<file path="config.mk">
export PLATFORM = sky130hd
export DESIGN_NAME = utf8_stream_decoder_unit
export DESIGN_NICKNAME = d
export VERILOG_FILES = /design/src/ucd_pkg.sv /design/src/ucd_front.sv /design/src/ucd_fifo.sv /design/src/ucd_back.sv /design/src/utf8_stream_decoder_unit.sv
export SDC_FILE = /design/constraint.sdc
export NUM_CORES = 1
export LEC_CHECK = 0
export CAP_MARGIN = 20
export CORE_MARGIN = 2
export CORE_UTILIZATION = 35
export CTS_CLUSTER_DIAMETER = 50
export DETAILED_ROUTE_END_ITERATION = 12
export DONT_BUFFER_PORTS = 1
export PLACE_DENSITY = 0.55
export SLEW_MARGIN = 10
export SYNTH_ARGS = -nofsm -noshare
export SYNTH_HDL_FRONTEND = slang
export SYNTH_SLANG_ARGS = --single-unit
</file>
<file path="constraint.sdc">
create_clock -name clk -period 8.6 [get_ports clk]
set_input_delay 0.43 -clock clk [delete_from_list [all_inputs] [get_ports clk]]
set_output_delay 0.43 -clock clk [all_outputs]
set_load 0.01 [all_outputs]
</file>
<file path="src/ucd_pkg.sv">
// Shared types, constants and helper function of the UTF-8 stream decoder.
package ucd_pkg;

  localparam int BYTE_W   = 8;
  localparam int CP_W     = 32;
  localparam int PEND_W   = 3;
  localparam int LZ_W     = 4;
  localparam int TAIL_W   = 6;
  localparam int Q_DEPTH  = 4;
  localparam int Q_AW     = $clog2(Q_DEPTH);
  localparam int Q_CW     = $clog2(Q_DEPTH + 1);

  localparam logic [BYTE_W-1:0] BYTE_ALL_ONES = 8'hFF;
  localparam logic [TAIL_W-1:0] TAIL_MASK     = 6'h3F;

  // How the back end has to expand one queued entry.
  typedef enum logic {
    KIND_SINGLE,  // one result, flagged last
    KIND_SPLIT    // partial value, then a zero code point flagged last
  } ucd_kind_t;

  typedef struct packed {
    ucd_kind_t         kind;
    logic [CP_W-1:0]   value;
  } ucd_entry_t;

  typedef struct packed {
    logic       valid;
    ucd_entry_t entry;
  } ucd_push_t;

  // Number of leading one bits of a byte, 0 to 8.
  function automatic logic [LZ_W-1:0] leading_ones(input logic [BYTE_W-1:0] b);
    logic [LZ_W-1:0] n;
    logic            run;
    n   = '0;
    run = 1'b1;
    for (int i = BYTE_W - 1; i >= 0; i--) begin
      run = run & b[i];
      if (run) begin
        n = n + 1'b1;
      end
    end
    return n;
  endfunction

endpackage

</file>
<file path="src/ucd_front.sv">
// Front end: accepts bytes, tracks the sequence state and queues result entries.
module ucd_front import ucd_pkg::*; (
  input  logic              clk,
  input  logic              rst,
  input  logic              in_valid,
  output logic              in_ready,
  input  logic [BYTE_W-1:0] in_byte,
  input  logic              q_not_full,
  output ucd_push_t         q_push
);

  logic [PEND_W-1:0] pending;
  logic [PEND_W-1:0] pending_next;
  logic [CP_W-1:0]   acc;
  logic [CP_W-1:0]   acc_next;
  logic [CP_W-1:0]   acc_shifted;
  logic [LZ_W-1:0]   ones;
  logic              accept;

  assign in_ready    = q_not_full;
  assign accept      = in_valid && in_ready;
  assign ones        = leading_ones(in_byte);
  assign acc_shifted = {acc[CP_W-TAIL_W-1:0], {TAIL_W{1'b0}}}
                     + {{(CP_W-TAIL_W){1'b0}}, in_byte[TAIL_W-1:0] & TAIL_MASK};

  always_comb begin
    pending_next       = pending;
    acc_next           = acc;
    q_push.valid       = 1'b0;
    q_push.entry.kind  = KIND_SINGLE;
    q_push.entry.value = acc;
    if (accept) begin
      if (pending != '0) begin
        if (in_byte == '0) begin
          // A terminator inside a sequence flushes the partial value first.
          q_push.valid      = 1'b1;
          q_push.entry.kind = KIND_SPLIT;
          pending_next      = '0;
          acc_next          = '0;
        end else begin
          acc_next     = acc_shifted;
          pending_next = pending - 1'b1;
          if (pending == PEND_W'(1)) begin
            q_push.valid       = 1'b1;
            q_push.entry.value = acc_shifted;
          end
        end
      end else begin
        acc_next = {{(CP_W-BYTE_W){1'b0}}, in_byte & (BYTE_ALL_ONES >> ones)};
        if (ones <= LZ_W'(1)) begin
          q_push.valid       = 1'b1;
          q_push.entry.value = acc_next;
        end else begin
          pending_next = PEND_W'(ones - 1'b1);
        end
      end
    end
  end

  always_ff @(posedge clk) begin
    if (rst) begin
      pending <= '0;
      acc     <= '0;
    end else begin
      pending <= pending_next;
      acc     <= acc_next;
    end
  end

endmodule

</file>
<file path="src/ucd_fifo.sv">
// Short queue of result entries between the front and back ends.
module ucd_fifo import ucd_pkg::*; (
  input  logic       clk,
  input  logic       rst,
  input  ucd_push_t  push,
  input  logic       pop,
  output ucd_entry_t head,
  output logic       not_empty,
  output logic       not_full
);

  ucd_entry_t      mem [Q_DEPTH];
  logic [Q_AW-1:0] wr_ptr;
  logic [Q_AW-1:0] rd_ptr;
  logic [Q_CW-1:0] count;
  logic [Q_CW-1:0] count_next;

  assign head      = mem[rd_ptr];
  assign not_empty = (count != '0);
  assign not_full  = (count != Q_CW'(Q_DEPTH));

  always_comb begin
    count_next = count;
    if (push.valid && !pop) begin
      count_next = count + 1'b1;
    end else if (!push.valid && pop) begin
      count_next = count - 1'b1;
    end
  end

  always_ff @(posedge clk) begin
    if (push.valid) begin
      mem[wr_ptr] <= push.entry;
    end
  end

  always_ff @(posedge clk) begin
    if (rst) begin
      wr_ptr <= '0;
      rd_ptr <= '0;
      count  <= '0;
    end else begin
      if (push.valid) begin
        wr_ptr <= wr_ptr + 1'b1;
      end
      if (pop) begin
        rd_ptr <= rd_ptr + 1'b1;
      end
      count <= count_next;
    end
  end

`ifndef NO_ASSERTIONS
  a_no_overflow: assert property (@(posedge clk) disable iff (rst)
    push.valid && !pop |-> not_full)
    else $error("queue written while full");
  a_no_underflow: assert property (@(posedge clk) disable iff (rst)
    pop |-> not_empty)
    else $error("queue read while empty");
`endif

endmodule

</file>
<file path="src/ucd_back.sv">
// Back end: expands queued entries into words held in the output register.
module ucd_back import ucd_pkg::*; (
  input  logic            clk,
  input  logic            rst,
  input  ucd_entry_t      q_head,
  input  logic            q_valid,
  output logic            q_pop,
  output logic            out_valid,
  input  logic            out_ready,
  output logic [CP_W-1:0] code_point,
  output logic            last
);

  logic            phase;
  logic            phase_next;
  logic            out_valid_next;
  logic [CP_W-1:0] code_point_next;
  logic            last_next;
  logic            load;

  assign load = !out_valid || out_ready;

  always_comb begin
    q_pop           = 1'b0;
    phase_next      = phase;
    out_valid_next  = out_valid && !out_ready;
    code_point_next = code_point;
    last_next       = last;
    if (load) begin
      if (phase) begin
        // Second half of a split entry: the terminator itself.
        out_valid_next  = 1'b1;
        code_point_next = '0;
        last_next       = 1'b1;
        q_pop           = 1'b1;
        phase_next      = 1'b0;
      end else if (q_valid) begin
        out_valid_next  = 1'b1;
        code_point_next = q_head.value;
        if (q_head.kind == KIND_SPLIT) begin
          last_next  = 1'b0;
          phase_next = 1'b1;
        end else begin
          last_next = 1'b1;
          q_pop     = 1'b1;
        end
      end
    end
  end

  always_ff @(posedge clk) begin
    if (rst) begin
      out_valid <= 1'b0;
      phase     <= 1'b0;
    end else begin
      out_valid <= out_valid_next;
      phase     <= phase_next;
    end
  end

  always_ff @(posedge clk) begin
    code_point <= code_point_next;
    last       <= last_next;
  end

`ifndef NO_ASSERTIONS
  a_phase_has_entry: assert property (@(posedge clk) disable iff (rst)
    phase |-> q_valid)
    else $error("split entry left the queue before its second word");
`endif

endmodule

</file>
<file path="src/utf8_stream_decoder_unit.sv">
// Top level of the streaming UTF-8 decoder: front end, entry queue and back end.
//
// Usage: bytes enter on in_valid / in_ready / in_byte, one word per byte.
// Decoded code points leave on out_valid / out_ready with code_point and last.
// A lead byte starts a sequence; continuation bytes are folded in six bits
// at a time and nothing is validated. Bytes that complete no sequence give
// no word. A zero byte inside a sequence gives two words: the partial value
// with last low, then code point zero with last high. Every other result is
// a single word with last high.
// The word that an accepted byte completes is first written into the queue
// and then loaded into the output register.
// Throughput: one byte per cycle; the front end takes a byte whenever the
// four-entry queue has room, and the back end drains one entry per cycle
// unless the receiver stalls; a split entry holds the queue head for two words.
// When the receiver stalls, the output register holds its word, the queue
// fills, and in_ready drops only once all four entries are occupied.
// Reset (rst, synchronous) clears the sequence state, the queue and the
// output valid flag; no word is pending afterwards.
module utf8_stream_decoder_unit import ucd_pkg::*; (
  input  logic              clk,
  input  logic              rst,
  input  logic              in_valid,
  output logic              in_ready,
  input  logic [BYTE_W-1:0] in_byte,
  output logic              out_valid,
  input  logic              out_ready,
  output logic [CP_W-1:0]   code_point,
  output logic              last
);

  ucd_push_t  q_push;
  ucd_entry_t q_head;
  logic       q_not_empty;
  logic       q_not_full;
  logic       q_pop;

  // Sequence tracking and classification of each accepted byte.
  ucd_front u_front (
    .clk        (clk),
    .rst        (rst),
    .in_valid   (in_valid),
    .in_ready   (in_ready),
    .in_byte    (in_byte),
    .q_not_full (q_not_full),
    .q_push     (q_push)
  );

  // Decouples the byte side from the code point side.
  ucd_fifo u_fifo (
    .clk       (clk),
    .rst       (rst),
    .push      (q_push),
    .pop       (q_pop),
    .head      (q_head),
    .not_empty (q_not_empty),
    .not_full  (q_not_full)
  );

  // Output sequencing and the registered result port.
  ucd_back u_back (
    .clk        (clk),
    .rst        (rst),
    .q_head     (q_head),
    .q_valid    (q_not_empty),
    .q_pop      (q_pop),
    .out_valid  (out_valid),
    .out_ready  (out_ready),
    .code_point (code_point),
    .last       (last)
  );

`ifndef NO_ASSERTIONS
  // A word without last is always the flushed half of a terminator; the
  // terminator's zero word follows right behind it.
  a_split_follows: assert property (@(posedge clk) disable iff (rst)
    out_valid && out_ready && !last |=> out_valid && last && (code_point == '0))
    else $error("split result not followed by terminator word");
`endif

endmodule
</file>
== After elaboration in Yosys (flattened, before gate mapping) ==
Memories as Yosys holds them, arrays and structs flattened. A register that Yosys moved wholly into a read port is not among the register bits.
Index checks and enable logic that the tools add are counted.
Cells by class
  equality and inequality tests: 3
  multiplexer cells: 42
  shifts and indexed selects: 1
  $add $sub $neg: 14
  reductions and logical operators: 16
  order comparisons: 1
  bitwise gates (word level): 8
Operators by type and width (number)
  32-bit 2-to-1 mux: 7
  34-bit 2-to-1 mux: 1
  32-bit by 6-bit adder with 32-bit output: 1
  4-bit by 1-bit adder with 4-bit output, second input constant: 7
  4-bit 2-to-1 mux: 7
  1-bit 2-to-1 mux: 20
  3-bit 2-to-1 mux: 5
  3-bit by 1-bit subtractor with 3-bit output, second input constant: 3
  8-bit bitwise AND: 1
  8-bit logical NOT: 1
  8-bit by 4-bit >> shifter with 8-bit output, first input constant: 1
  1-bit bitwise AND: 7
  3-bit nonzero test: 2
  2-bit by 1-bit adder with 2-bit output, second input constant: 2
  4-bit by 1-bit <= comparator with 1-bit output, second input constant: 1
  1-bit logical AND: 4
  1-bit logical NOT: 4
  2-bit 2-to-1 mux: 2
  2-bit AND reduction: 2
  2-bit nonzero test: 2
  3-bit by 1-bit adder with 3-bit output, second input constant: 1
  3-bit by 1-bit == test with 1-bit output, second input constant: 1
  3-bit != test, second input constant: 1
  2-bit by 1-bit != test with 1-bit output, second input constant: 1
  1-bit logical OR: 1
Storage, ports and cells
  logic and storage cells: 95
  RAM bits: 132
  memories kept: 1
  bits in registers: 77
  bits of input ports: 12
Memories
  u_fifo.mem: depth 4, width 33, rd ports 1, clocked after Yosys merged registers in 1, write ports 1, line ucd_fifo.sv:12  | ucd_entry_t mem [Q_DEPTH];

== Longest topological paths before layout ==
Gate-level depths: netlist of the first run.
  depth after elaboration: 24
  depth in mapped cells: 30
  gate-level depth less buffers: 29

== Hierarchy ==
A second synthesis of the first run with hierarchy kept.
Second synthesis, totals
  cells, all modules: 661
  area total of the unflattened synthesis: 9476.6 sq um
By module, submodules not included
  ucd_fifo: sequential area each 4144.0 sq um, instances 1, cells each 218, area an instance 5238.8 sq um
  ucd_front: sequential area each 700.7 sq um, instances 1, cells each 361, area an instance 2909.0 sq um
  ucd_back: sequential area each 1031.0 sq um, instances 1, cells each 82, area an instance 1328.8 sq um

== Worst setup path before layout of the first run ==
Ideal clock, no wire load.
  path kind: in2reg
  from: input port in_byte[7]
  to: register u_fifo.count[2]
  setup time: 0.070 ns
  required time: 8.530 ns
  stages: 30
  data arrival time: 5.622 ns
  path slack: 2.907 ns
  cell sequence: buf_2 nand2_1 inv_1 ha_1 nor2_1 nor2_1 ha_1 nand2_1 a21oi_1 ha_1 mux2_2 nand2_1 a21oi_1 ha_1 mux2_2 ha_1 mux2i_1 a311o_1 nand2_1 nand2_1 ha_1 nor2_1 nor2_1 o221a_4 ha_1 inv_1 fa_1 xor2_1 or3_1 a21oi_1
RTL lines
  from (decl): line utf8_stream_decoder_unit.sv:24  | input logic [BYTE_W-1:0] in_byte,
  to (signal assigned): line ucd_fifo.sv:49  | count <= count_next;
  to (decl): line ucd_fifo.sv:15  | logic [Q_CW-1:0] count;

==> out/qor.csv, run 1 <==
metric,value,unit
run status,finished clean,
Clock Tree Buf Depth,3,
fill count,2354,
die area,27130,µm²
reg2reg setup slack,5.36,ns
Total Routing Usage GR,14.26,%
Final Hold Viols,0,
final setup fails,0,
Critical Path Start,in_byte[5],
Post-Syn Area,9040,µm²
vias in the first global route,5472,
CP endpoint kind,register,
initial antenna violation count,0,
"non-filler cells, final",1020,
total wire length,18840,µm
crit path max-delay cell type,mux2i_4,
post-CTS sizing,0,
Final Wtd Congestion,0.8930,
via count,5298,
Die W,164.7,µm
post-CTS setup repair buffer count,0,
clk_lat worst skew,0.50,ns
CTS Hold Bufs,2,
clock tree sinks,211,
min cycle time layout,6.098,ns
critical path endpoint,u_fifo.mem[3][6]$_DFFE_PP_,
Post-Syn Nets,699,
Syn Inst Count,669,
commonest cells in the netlist,"edfxtp_1, nand2_1, dfxtp_1, a21oi_1, nor2b_1",
FMAX,164.0,MHz
post-route ant nets,0,
register area share after synthesis,65.00,%
largest net degree at the start of global routing,38,
CORE AREA,25250,µm²
Register-to-Register Path Depth,8,
Fin Setup TNS,0,ns
CP peak stage delay,0.76,ns
dominant synthesized flop cell,edfxtp_1,
Max Slew Vio Count,0,
DR vias/cell,5.194,
Design Power,3.139,mW
post-synthesis sequential element count,211,
Arrival @ worst endpoint,6.33,ns
first-pass iteration count of the detailed router,5,
Iter 0 DRT Violations,409,
dpl cells,973,
CP required,8.84,ns
IO Count,47,
WL/cell,18.47,µm
syn avg cell area,13.51,µm²
dominant cells by area after synthesis,"edfxtp_1, dfxtp_1, mux4_2",
Final period util,70.91,%
VDD IR max,0.1617,mV
I/O Buffers,0,
"Buf+Inv Stages, Crit Path",1,
Worst Hold Class,in2reg,
Worst R2R End,u_fifo.mem[3][6]$_DFFE_PP_,
grt total ovfl,0,
critical path class,in2reg,
"CTS clk-pin slew, worst paths",0.05,ns
Num CTS Buffers,24,
CTS root buf,clkbuf_16,
Worst path depth,26,
n_diodes,0,
MaxCap Viol Count,0,
Final nets,702,
CP dominant cell by count,ha_1,
Final Skew,0.008442,ns
TritonCTS clock tree,built,
P per Cell Area,306.3,nW/µm²
top cell type's share of synthesized area,54.81,%
unrepaired setup endpoints after global routing,false,
Final HPWL DP,11330,µm
Critical Path Start Type,primary input,
multi-input logic area,2945,µm²
cell taking the most area after synthesis,edfxtp_1,
most common cell in the netlist,edfxtp_1,
Worst Tran Pin Value,0.9163,ns
leakage power,3.375,nW
Cell Rows,58,
H-tree Lvls,1,
total area of sequential cells,5877,µm²
Post-synth EDFFs,165,
Crit Reg-Reg Startpoint,u_front.pending[0]$_SDFFE_PP0P_,
Die H,164.7,µm
yosys warns,0,
Initial Util,35.80,%
Yosys cell types,56,
Slew HR,37.61,%
Post-route DRC,0,
Post-synth ARST share,0,%
share of cells above drive strength 1,13.62,%
Crit path max-delay family,adder cells,
P&R area growth vs syn,13.34,%
Critical Path Fanout Max,28,
global-route wire length before repair,30080,µm
## per-layer routing
metal | part of all wire (%) | track usage (%)
met1 | 44 | 18.31
met2 | 50 | 25.12
met3 | 4.0 | 2.185
met4 | 1.9 | 3.953
met5 | 0 | 0
## cell type report
| type | instances | area share (%) |
|---|---|---|
| multi-input combinational | 402 | 28.75 |
| clock buffer | 33 | 6.704 |
| clock inverter | 11 | 1.062 |
| inverter | 18 | 0.6594 |
| tap | 330 | 4.030 |
| sequential | 211 | 57.36 |
| timing repair buffer | 15 | 1.441 |
## placed cells by master, fill, tap and decap left out, drive strengths merged, types with 4 or more instances in the layout
cell type,instances
a211oi,4
a21oi,40
and2,9
buf,14
clkbuf,33
clkinv,8
dfxtp,46
edfxtp,165
ha,17
inv,19
mux2,8
mux2i,6
mux4,33
nand2,101
nand2b,5
nand3,30
nand4,8
nor2,25
nor2b,35
nor3,5
o211ai,4
o21ai,31
xor2,4
## report_power, final
group | switching [mW] | internal, mW
Combinational | 0.400 | 0.281
Clock | 0.382 | 0.619
Sequential | 0.111 | 1.35
Total | 0.893 | 2.25
## per-stage QoR
stage | util, % | cell area, µm² | hold slack [ns] | setup WS, ns
floorplan | - | 9040 | 0.4321 | 2.907
global placement | 37.19 | 9393 | 0.4321 | 2.451
detailed placement | 37.19 | 9393 | 0.4375 | 2.060
CTS | 40.46 | 10220 | 0.02958 | 2.571
global route | 40.57 | 10250 | 0.02933 | 2.087
finish | 40.57 | 10250 | 0.04459 | 2.502
## cells by family after synthesis
| logic type | synth area share, % |
|---|---|
| AO/OA/AOI/OAI | 6.616 |
| XOR/XNOR | 0.8443 |
| adder cells (fa/ha/maj) | 2.574 |
| buffers and inverters | 2.505 |
| flip-flops | 65.00 |
| multiplexers | 10.20 |
| AND/OR/NAND/NOR | 12.26 |
## worst min-delay path by stage
stage,from,to,cells past startpoint
floorplan,u_front.acc[26]$_SDFFE_PP0P_,u_front.acc[26]$_SDFFE_PP0P_,2
global placement,u_front.acc[26]$_SDFFE_PP0P_,u_front.acc[26]$_SDFFE_PP0P_,2
detailed placement,u_front.acc[27]$_SDFFE_PP0P_,u_front.acc[27]$_SDFFE_PP0P_,2
CTS,rst,u_front.pending[2]$_SDFFE_PP0P_,1
global route,rst,u_front.pending[2]$_SDFFE_PP0P_,1
finish,rst,u_front.pending[2]$_SDFFE_PP0P_,1
## registers in the layout, summed over array words and instances, names as in the netlist, named ones only
register / cells
u_back.code_point: 32
u_back.last: 1
u_back.out_valid: 1
u_back.phase: 1
u_fifo.count: 3
u_fifo.mem: 132
u_fifo.rd_ptr: 2
u_fifo.wr_ptr: 2
u_front.acc: 32
u_front.pending: 3
Power figures use the tool's default switching activity.
==> run 2: changes to the inputs <==
--- a/config.mk
+++ b/config.mk
@@ -5,13 +5,14 @@
 export SDC_FILE = /design/constraint.sdc
 export NUM_CORES = 1
 export LEC_CHECK = 0
+export ABC_AREA = 1
 export CAP_MARGIN = 20
 export CORE_MARGIN = 2
 export CORE_UTILIZATION = 35
 export CTS_CLUSTER_DIAMETER = 50
 export DETAILED_ROUTE_END_ITERATION = 12
 export DONT_BUFFER_PORTS = 1
-export PLACE_DENSITY = 0.55
+export PLACE_DENSITY = 0.57
 export SLEW_MARGIN = 10
 export SYNTH_ARGS = -nofsm -noshare
 export SYNTH_HDL_FRONTEND = slang
==> constraint.sdc (replaced) <==
create_clock -name clk -period 5.2 [get_ports clk]
set_input_delay 0.26 -clock clk [delete_from_list [all_inputs] [get_ports clk]]
set_output_delay 0.26 -clock clk [all_outputs]
set_load 0.01 [all_outputs]
==> run 2 against run 1 <==
- sequential share of layout area fell by 2.6 points
- non-clock buffer count up 10
- highest routed layer unchanged
- power is 73% higher
- global-route usage about the same
- hold slack worse by 0.0027 ns
- largest power group unchanged
==> out/qor.csv, run 2 <==
metric,value,unit,change
crit path max-delay cell type,fa_1,,
leakage power,3.884,nW,+15%
Cell Rows,60,,+3.4%
Clock Tree Buf Depth,3,,unchanged
"CTS clk-pin slew, worst paths",0.06,ns,about the same
"Buf+Inv Stages, Crit Path",4,,+3
Place WS,0.1271,ns,-1.933 ns
Total Routing Usage GR,14.24,%,-0.023 points
Worst path depth,31,,+19%
vias in the first global route,5875,,+7.4%
Critical Path Fanout Max,5,,-82%
FMAX,220.5,MHz,
Die H,168.5,µm,+2.3%
initial antenna violation count,0,,unchanged
H-tree Lvls,1,,unchanged
clk_lat worst skew,0.52,ns,+0.02 ns
Final Wtd Congestion,0.8271,,-7.4%
Post-Syn Area,9465,µm²,+4.7%
P per Cell Area,505.0,nW/µm²,+65%
TritonCTS clock tree,built,,
largest family of logic cells by synthesized area,simple AND/OR/NAND/NOR gates,,
final setup fails,0,,unchanged
Compound-Gate Fraction of Synth Area,12.89,%,+6.3 points
total wire length,20120,µm,+6.8%
largest net degree at the start of global routing,62,,+63%
Worst R2R End,u_fifo.count[2]$_SDFFE_PP0P_,,
Largest regs,"u_fifo.mem: 132 flops, u_back.code_point: 32 flops, u_front.acc: 32 flops",,
CORE AREA,26730,µm²,+5.8%
Slew HR,32.86,%,-4.7 points
Final Skew,0.01023,ns,+0.001792 ns
Register-to-Register Path Depth,16,,+8
CP required,5.60,ns,-3.24 ns
Critical Path Start,in_byte[5],,
Crit Reg-Reg Startpoint,u_front.pending[0]$_SDFFE_PP0P_,,
clock tree sinks,211,,unchanged
CP endpoint kind,register,,
dominant cells by area after synthesis,"edfxtp_1, dfxtp_1, nor2_1",,
cell taking the most area after synthesis,edfxtp_1,,
Fin Setup TNS,0,ns,unchanged
top cell type's share of synthesized area,52.35,%,-2.5 points
Initial Util,35.42,%,-0.38 points
Max Slew Vio Count,0,,unchanged
WL/cell,15.82,µm,-14%
Iter 0 DRT Violations,509,,+24%
placed inst area,9852,µm²,+4.9%
multiplexer area fraction after synthesis,0,%,-10 points
Die W,168.5,µm,+2.3%
Post-route DRC,0,,unchanged
most common cell in the netlist,nor2_1,,
syn avg cell area,10.39,µm²,-23%
fill count,2537,,+7.8%
post-synthesis xor/xnor area fraction,0.09253,%,-0.75 points
die area,28380,µm²,+4.6%
I/O Buffers,0,,unchanged
Post-synth EDFFs,165,,unchanged
first-pass iteration count of the detailed router,5,,unchanged
critical path endpoint,u_fifo.count[2]$_SDFFE_PP0P_,,
run status,finished clean,,
max FFs per register,132,,unchanged
grt total ovfl,0,,unchanged
via count,6374,,+20%
"most common cell after layout, fill and taps aside",nor2_1,,
reg2reg setup slack,1.98,ns,-3.38 ns
share of cells above drive strength 1,14.07,%,+0.45 points
post-route ant nets,0,,unchanged
Arrival @ worst endpoint,4.93,ns,-1.40 ns
P&R area growth vs syn,13.42,%,about the same
n_diodes,0,,unchanged
IO Count,47,,unchanged
post-synthesis sequential element count,211,,unchanged
register area share after synthesis,62.08,%,-2.9 points
unrepaired setup endpoints after global routing,false,,
Largest Register,u_fifo.mem,,
commonest cells in the netlist,"nor2_1, edfxtp_1, o21ai_0, nand2_1, a21oi_1",,
DR vias/cell,5.011,,-3.5%
dominant synthesized flop cell,edfxtp_1,,
Crit path max-delay family,adder cells,,
Yosys cell types,42,,-25%
min cycle time layout,4.535,ns,
Final Hold Viols,0,,unchanged
most frequent cells in the layout,"nor2_1, edfxtp_1, o21ai_0, nand2_1, a21oi_1",,
global-route wire length before repair,32390,µm,+7.7%
final worst slack,0.6654,ns,-1.837 ns
critical path class,in2reg,,
Post-synth ARST share,0,%,unchanged
minimum hold slack,0.04189,ns,-0.002699 ns
Final HPWL DP,11990,µm,+5.8%
Worst Hold Class,in2reg,,
CP peak stage delay,0.37,ns,-0.39 ns
VDD IR max,0.2529,mV,+56%
Critical Path Start Type,primary input,,
Syn Inst Count,911,,+36%
Design Power,5.421,mW,+73%
post-CTS setup repair buffer count,0,,unchanged
Worst Tran Pin Value,1.005,ns,+0.08837 ns
Final nets,942,,+34%
"Design Area, Final",10740,µm²,+4.8%
MaxCap Viol Count,0,,unchanged
yosys warns,0,,unchanged
post-synthesis adder-cell area fraction,2.459,%,-0.12 points
CTS root buf,clkbuf_16,,
Post-Syn Nets,941,,+35%
Final period util,87.20,%,
CP dominant cell by count,ha_1,,
post-synthesis simple-gate area fraction,17.53,%,+5.3 points
Num CTS Buffers,25,,+4.2%
==> run 2: changes by cell type in the layout (fill, tap and decap cells not counted), moves of 13 or more <==
| cell | change |
|---|---|
| nor2_1 | +162 |
| o21ai_0 | +71 |
| nand2_2 | +41 |
| inv_1 | +39 |
| nor2b_1 | -35 |
| mux4_2 | -33 |
| nand2_1 | -25 |
| o221ai_1 | +24 |
| a22oi_1 | +23 |
| a21oi_1 | +22 |
| o21ai_1 | -13 |
==> run 2: cell type report <==
class                           count  area (µm²)  area share, %
Tap cell                          341       426.7          3.974
Inverter                           62       232.7          2.168
Timing Repair Buffer               25       265.3          2.471
Multi-Input combinational cell    587        3131          29.16
Clock inverter                     12       103.9         0.9674
Clock buffer                       34       699.4          6.515
Sequential cell                   211        5877          54.74
==> run 2: power by group <==
group / switching (mW) / internal, mW / leakage [nW]
Sequential: 0.194 / 2.26 / 1.84
Combinational: 0.914 / 0.371 / 1.65
Clock: 0.679 / 0.999 / 0.391
Total: 1.79 / 3.63 / 3.88
==> run 2: logic make-up (layout without fill, tap and decap cells) <==
kind of cell             count (synthesis)  count (layout)
AND/OR/NAND/NOR                        359             359
AO/OA/AOI/OAI                          209             209
XOR/XNOR                                 1               1
buffers and inverters                  113             133
flip-flops                             211             211
adder cells (fa/ha/maj)                 18              18
==> run 2: repair_timing <==
item,4_1_cts,5_1_grt
hold endpoints to repair,44,0
gates resized for setup,0,0
hold buffers,7,0
==> run 2: how the worst min path moves through the flow <==
stage,slack (ns),from,endpoint,depth (start not counted)
after global placement,0.34,rst,u_back.out_valid$_SDFF_PP0_,1
after CTS,0.02,rst,u_front.acc[6]$_SDFFE_PP0P_,2
after floorplan,0.42,in_byte[4],u_front.acc[4]$_SDFFE_PP0P_,2
after detailed placement,0.34,rst,u_back.out_valid$_SDFF_PP0_,1
after global routing,0.04,rst,u_front.acc[9]$_SDFFE_PP0P_,2
final,0.04,rst,u_front.acc[6]$_SDFFE_PP0P_,2
==> run 2: stage by stage <==
step	std cells	util [%]
detailed placement	1219	36.86
floorplan	911	-
global route	1272	40.17
finish	1272	40.17
CTS	1272	40.17
global placement	1219	36.86
==> run 2: worst reg2reg max path, delay by kind of cell (launching register included) <==
family | cells | cell delay [ns]
AND/OR/NAND/NOR | 4 | 0.98
buffers and inverters | 5 | 0.71
adder cells (fa/ha/maj) | 3 | 0.66
AO/OA/AOI/OAI | 4 | 0.45
flip-flops | 1 | 0.31
==> run 2: layer usage <==
metal  track usage (%)  wire length [µm]
met5                 0                 0
met2             23.60              9282
met3             1.941              1025
met1             19.96              9534
met4             3.223               277
==> run 3: changes to the inputs <==
--- a/config.mk
+++ b/config.mk
@@ -13,7 +13,9 @@
 export DETAILED_ROUTE_END_ITERATION = 12
 export DONT_BUFFER_PORTS = 1
 export PLACE_DENSITY = 0.57
+export RECOVER_POWER = 50
 export SLEW_MARGIN = 10
 export SYNTH_ARGS = -nofsm -noshare
 export SYNTH_HDL_FRONTEND = slang
+export SYNTH_HIERARCHICAL = 1
 export SYNTH_SLANG_ARGS = --single-unit
==> run 3 against run 2 <==
- the flow now finishes with violations (max-capacitance violations, max-slew violations)
- critical path depth shrank 20
- via count grew 8.3%
- critical path type is now reg2reg
- register-to-register slack lost 1.3 ns
- sequential share of layout area shrank 1.4 points
- wire length grew 8.3%
- highest routed layer unchanged
- synthesized cell count grew 7.4%
- sequential cell count is the same
- synthesized area grew 3.3%
- hold slack gained 0.0044 ns
- non-clock buffer count grew 1
- final cell count grew 8.0%
- first-iteration DRC count grew 18%
==> out/qor.csv, run 3 <==
metric,value,unit,change
run status,"finished, violations left",,
violated checks,"max-capacitance violations, max-slew violations",,
HP Start,rst,,
largest net degree at the start of global routing,68,,+9.7%
Yosys cell types,43,,+2.4%
critical path class,reg2reg,,
Slew HR,-87.72,%,-120 points
Total Routing Usage GR,14.71,%,+0.47 points
IO Count,47,,unchanged
Final Skew,0.01264,ns,+0.002405 ns
die area,29280,µm²,+3.2%
Final HPWL DP,12580,µm,+4.9%
dominant synthesized flop cell,edfxtp_1,,
post-synthesis sequential element count,211,,unchanged
Post-synth EDFFs,165,,unchanged
cell depth of the worst hold path,2,,unchanged
Register-to-Register Path Depth,11,,-5
n_diodes,0,,unchanged
commonest cells in the netlist,"edfxtp_1, nor2_1, nand2_1, inv_1, o21ai_0",,
FMAX,218.9,MHz,-0.72%
Iter 0 DRT Violations,600,,+18%
max FFs per register,132,,unchanged
Syn Inst Count,978,,+7.4%
Post-synth ARST share,0,%,unchanged
"CTS clk-pin slew, worst paths",0.06,ns,about the same
WL/cell,15.85,µm,+0.23%
Arrival @ worst endpoint,5.01,ns,+0.08 ns
Die W,171.1,µm,+1.6%
"Design Area, Final",11020,µm²,+2.6%
"most common cell after layout, fill and taps aside",edfxtp_1,,
placed inst area,10090,µm²,+2.4%
CTS root buf,clkbuf_16,,
P&R area growth vs syn,12.75,%,
cell taking the most area after synthesis,edfxtp_1,,
Post-Syn Nets,1009,,+7.2%
Critical Path Start Type,register,,
total wire length,21780,µm,+8.3%
Critical Path Start,u_fifo/count[0]$_SDFFE_PP0P_,,
Final nets,1007,,+6.9%
Crit Reg-Reg Startpoint,u_fifo/count[0]$_SDFFE_PP0P_,,
Post-Syn Area,9773,µm²,+3.3%
VDD IR max,0.2625,mV,+3.8%
via count,6900,,+8.3%
Final period util,87.83,%,+0.63 points
Final Hold Viols,0,,unchanged
yosys warns,6,,+6
grt total ovfl,0,,unchanged
most common cell in the netlist,edfxtp_1,,
vias in the first global route,6410,,+9.1%
minimum hold slack,0.04627,ns,+0.004382 ns
I/O Buffers,0,,unchanged
register area share after synthesis,60.12,%,-2.0 points
P per Cell Area,532.5,nW/µm²,+5.5%
dpl cells,1317,,+8.0%
Post-route DRC,0,,unchanged
"non-filler cells, final",1374,,+8.0%
Die H,171.1,µm,+1.6%
post-CTS sizing,0,,unchanged
min cycle time layout,4.567,ns,+0.03270 ns
Design Power,5.868,mW,+8.2%
clock tree sinks,211,,unchanged
Num CTS Buffers,26,,+4.0%
Worst Tran Pin Value,2.816,ns,+1.811 ns
Clock Tree Buf Depth,3,,unchanged
Initial Util,35.37,%,-0.044 points
CP required,5.65,ns,+0.05 ns
leakage power,4.001,nW,+3.0%
unrepaired setup endpoints after global routing,false,,
Critical Path Fanout Max,24,,+19
post-route ant nets,0,,unchanged
Final Wtd Congestion,0.8240,,-0.37%
clk_lat worst skew,0.52,ns,about the same
MaxCap Viol Count,3,,+3
final setup fails,0,,unchanged
dominant cells by area after synthesis,"edfxtp_1, dfxtp_1, nor2_1",,
Max Slew Vio Count,136,,+136
syn avg cell area,9.993,µm²,-3.8%
CP endpoint kind,register,,
CORE AREA,27630,µm²,+3.4%
Cell Rows,61,,+1.7%
H-tree Lvls,1,,unchanged
DR vias/cell,5.022,,+0.22%
global-route wire length before repair,34280,µm,+5.8%
TritonCTS clock tree,built,,
Fin Setup TNS,0,ns,unchanged
first-pass iteration count of the detailed router,5,,unchanged
share of cells above drive strength 1,8.032,%,-6.0 points
top cell type's share of synthesized area,50.70,%,-1.6 points
Largest Register,u_fifo/mem,,
Largest regs,"u_fifo/mem: 132 flops, u_back/code_point: 32 flops, u_front/acc: 32 flops",,
initial antenna violation count,0,,unchanged
most frequent cells in the layout,"edfxtp_1, nor2_1, nand2_1, inv_1, o21ai_0",,
Worst Hold Class,in2reg,,
run 3: worst max-delay path: stages, from the launching register on:
cell      delay, ns
dfxtp_1        0.36
inv_1          0.09
nand3_1        0.20
nand2_1        0.42
clkbuf_1       0.59
nor2_1         0.57
clkbuf_1       0.74
inv_1          0.13
nor2_1         0.14
clkbuf_1       0.92
nand2_1        0.10
a21oi_1        0.20
run 3: where the power goes:
group          total (mW)  internal [mW]  switching, mW
clock network        1.84           1.14          0.701
logic                1.56          0.431           1.13
registers            2.47           2.30          0.176
total                5.87           3.87           2.00
run 3: final timing paths:
check,end,slack [ns]
max reg2reg,u_front/acc[29]$_SDFFE_PP0P_,0.63
min,u_front/acc[30]$_SDFFE_PP0P_,0.05
min reg2reg,register,0.44
max,u_front/acc[29]$_SDFFE_PP0P_,0.63
run 3: area by class of cell:
class / instances / area, µm²
clock buffers: 34 / 721.9
clock inverters: 14 / 168.9
fillers: 2750 / 16610
inverters: 100 / 380.4
multi-input cells: 611 / 3134
flip-flops and latches: 211 / 5877
well taps: 378 / 473.0
repair buffers: 26 / 264.0
run 3: routing by layer:
metal,global-route usage [%],share of wire (%)
met2,24.88,48
met5,0,0
met3,2.706,4.8
met1,19.53,46
met4,3.611,1.7
run 3: repair_timing:
action	CTS	global route
buffers inserted	0	0
hold buffers	9	0
endpoints found under the hold margin	41	0
run 3: kinds of logic (layout without fill, tap and decap cells):
logic type,count (synthesis),in the layout,share of synthesized area (%)
compound gates,224,224,12.64
xor+xnor,1,1,0.08963
fa+ha+maj,19,19,2.509
buf+inv,156,174,7.553
flops,211,211,60.12
simple gates,367,367,17.09
run 3: per-stage QoR:
step                setup slack, ns  utilization, %
detailed placement           0.2722           36.53
finish                       0.6326           39.88
CTS                          0.8056           40.11
floorplan                    0.4771               -
global route                 0.3009           39.88
global placement             0.4684           36.53
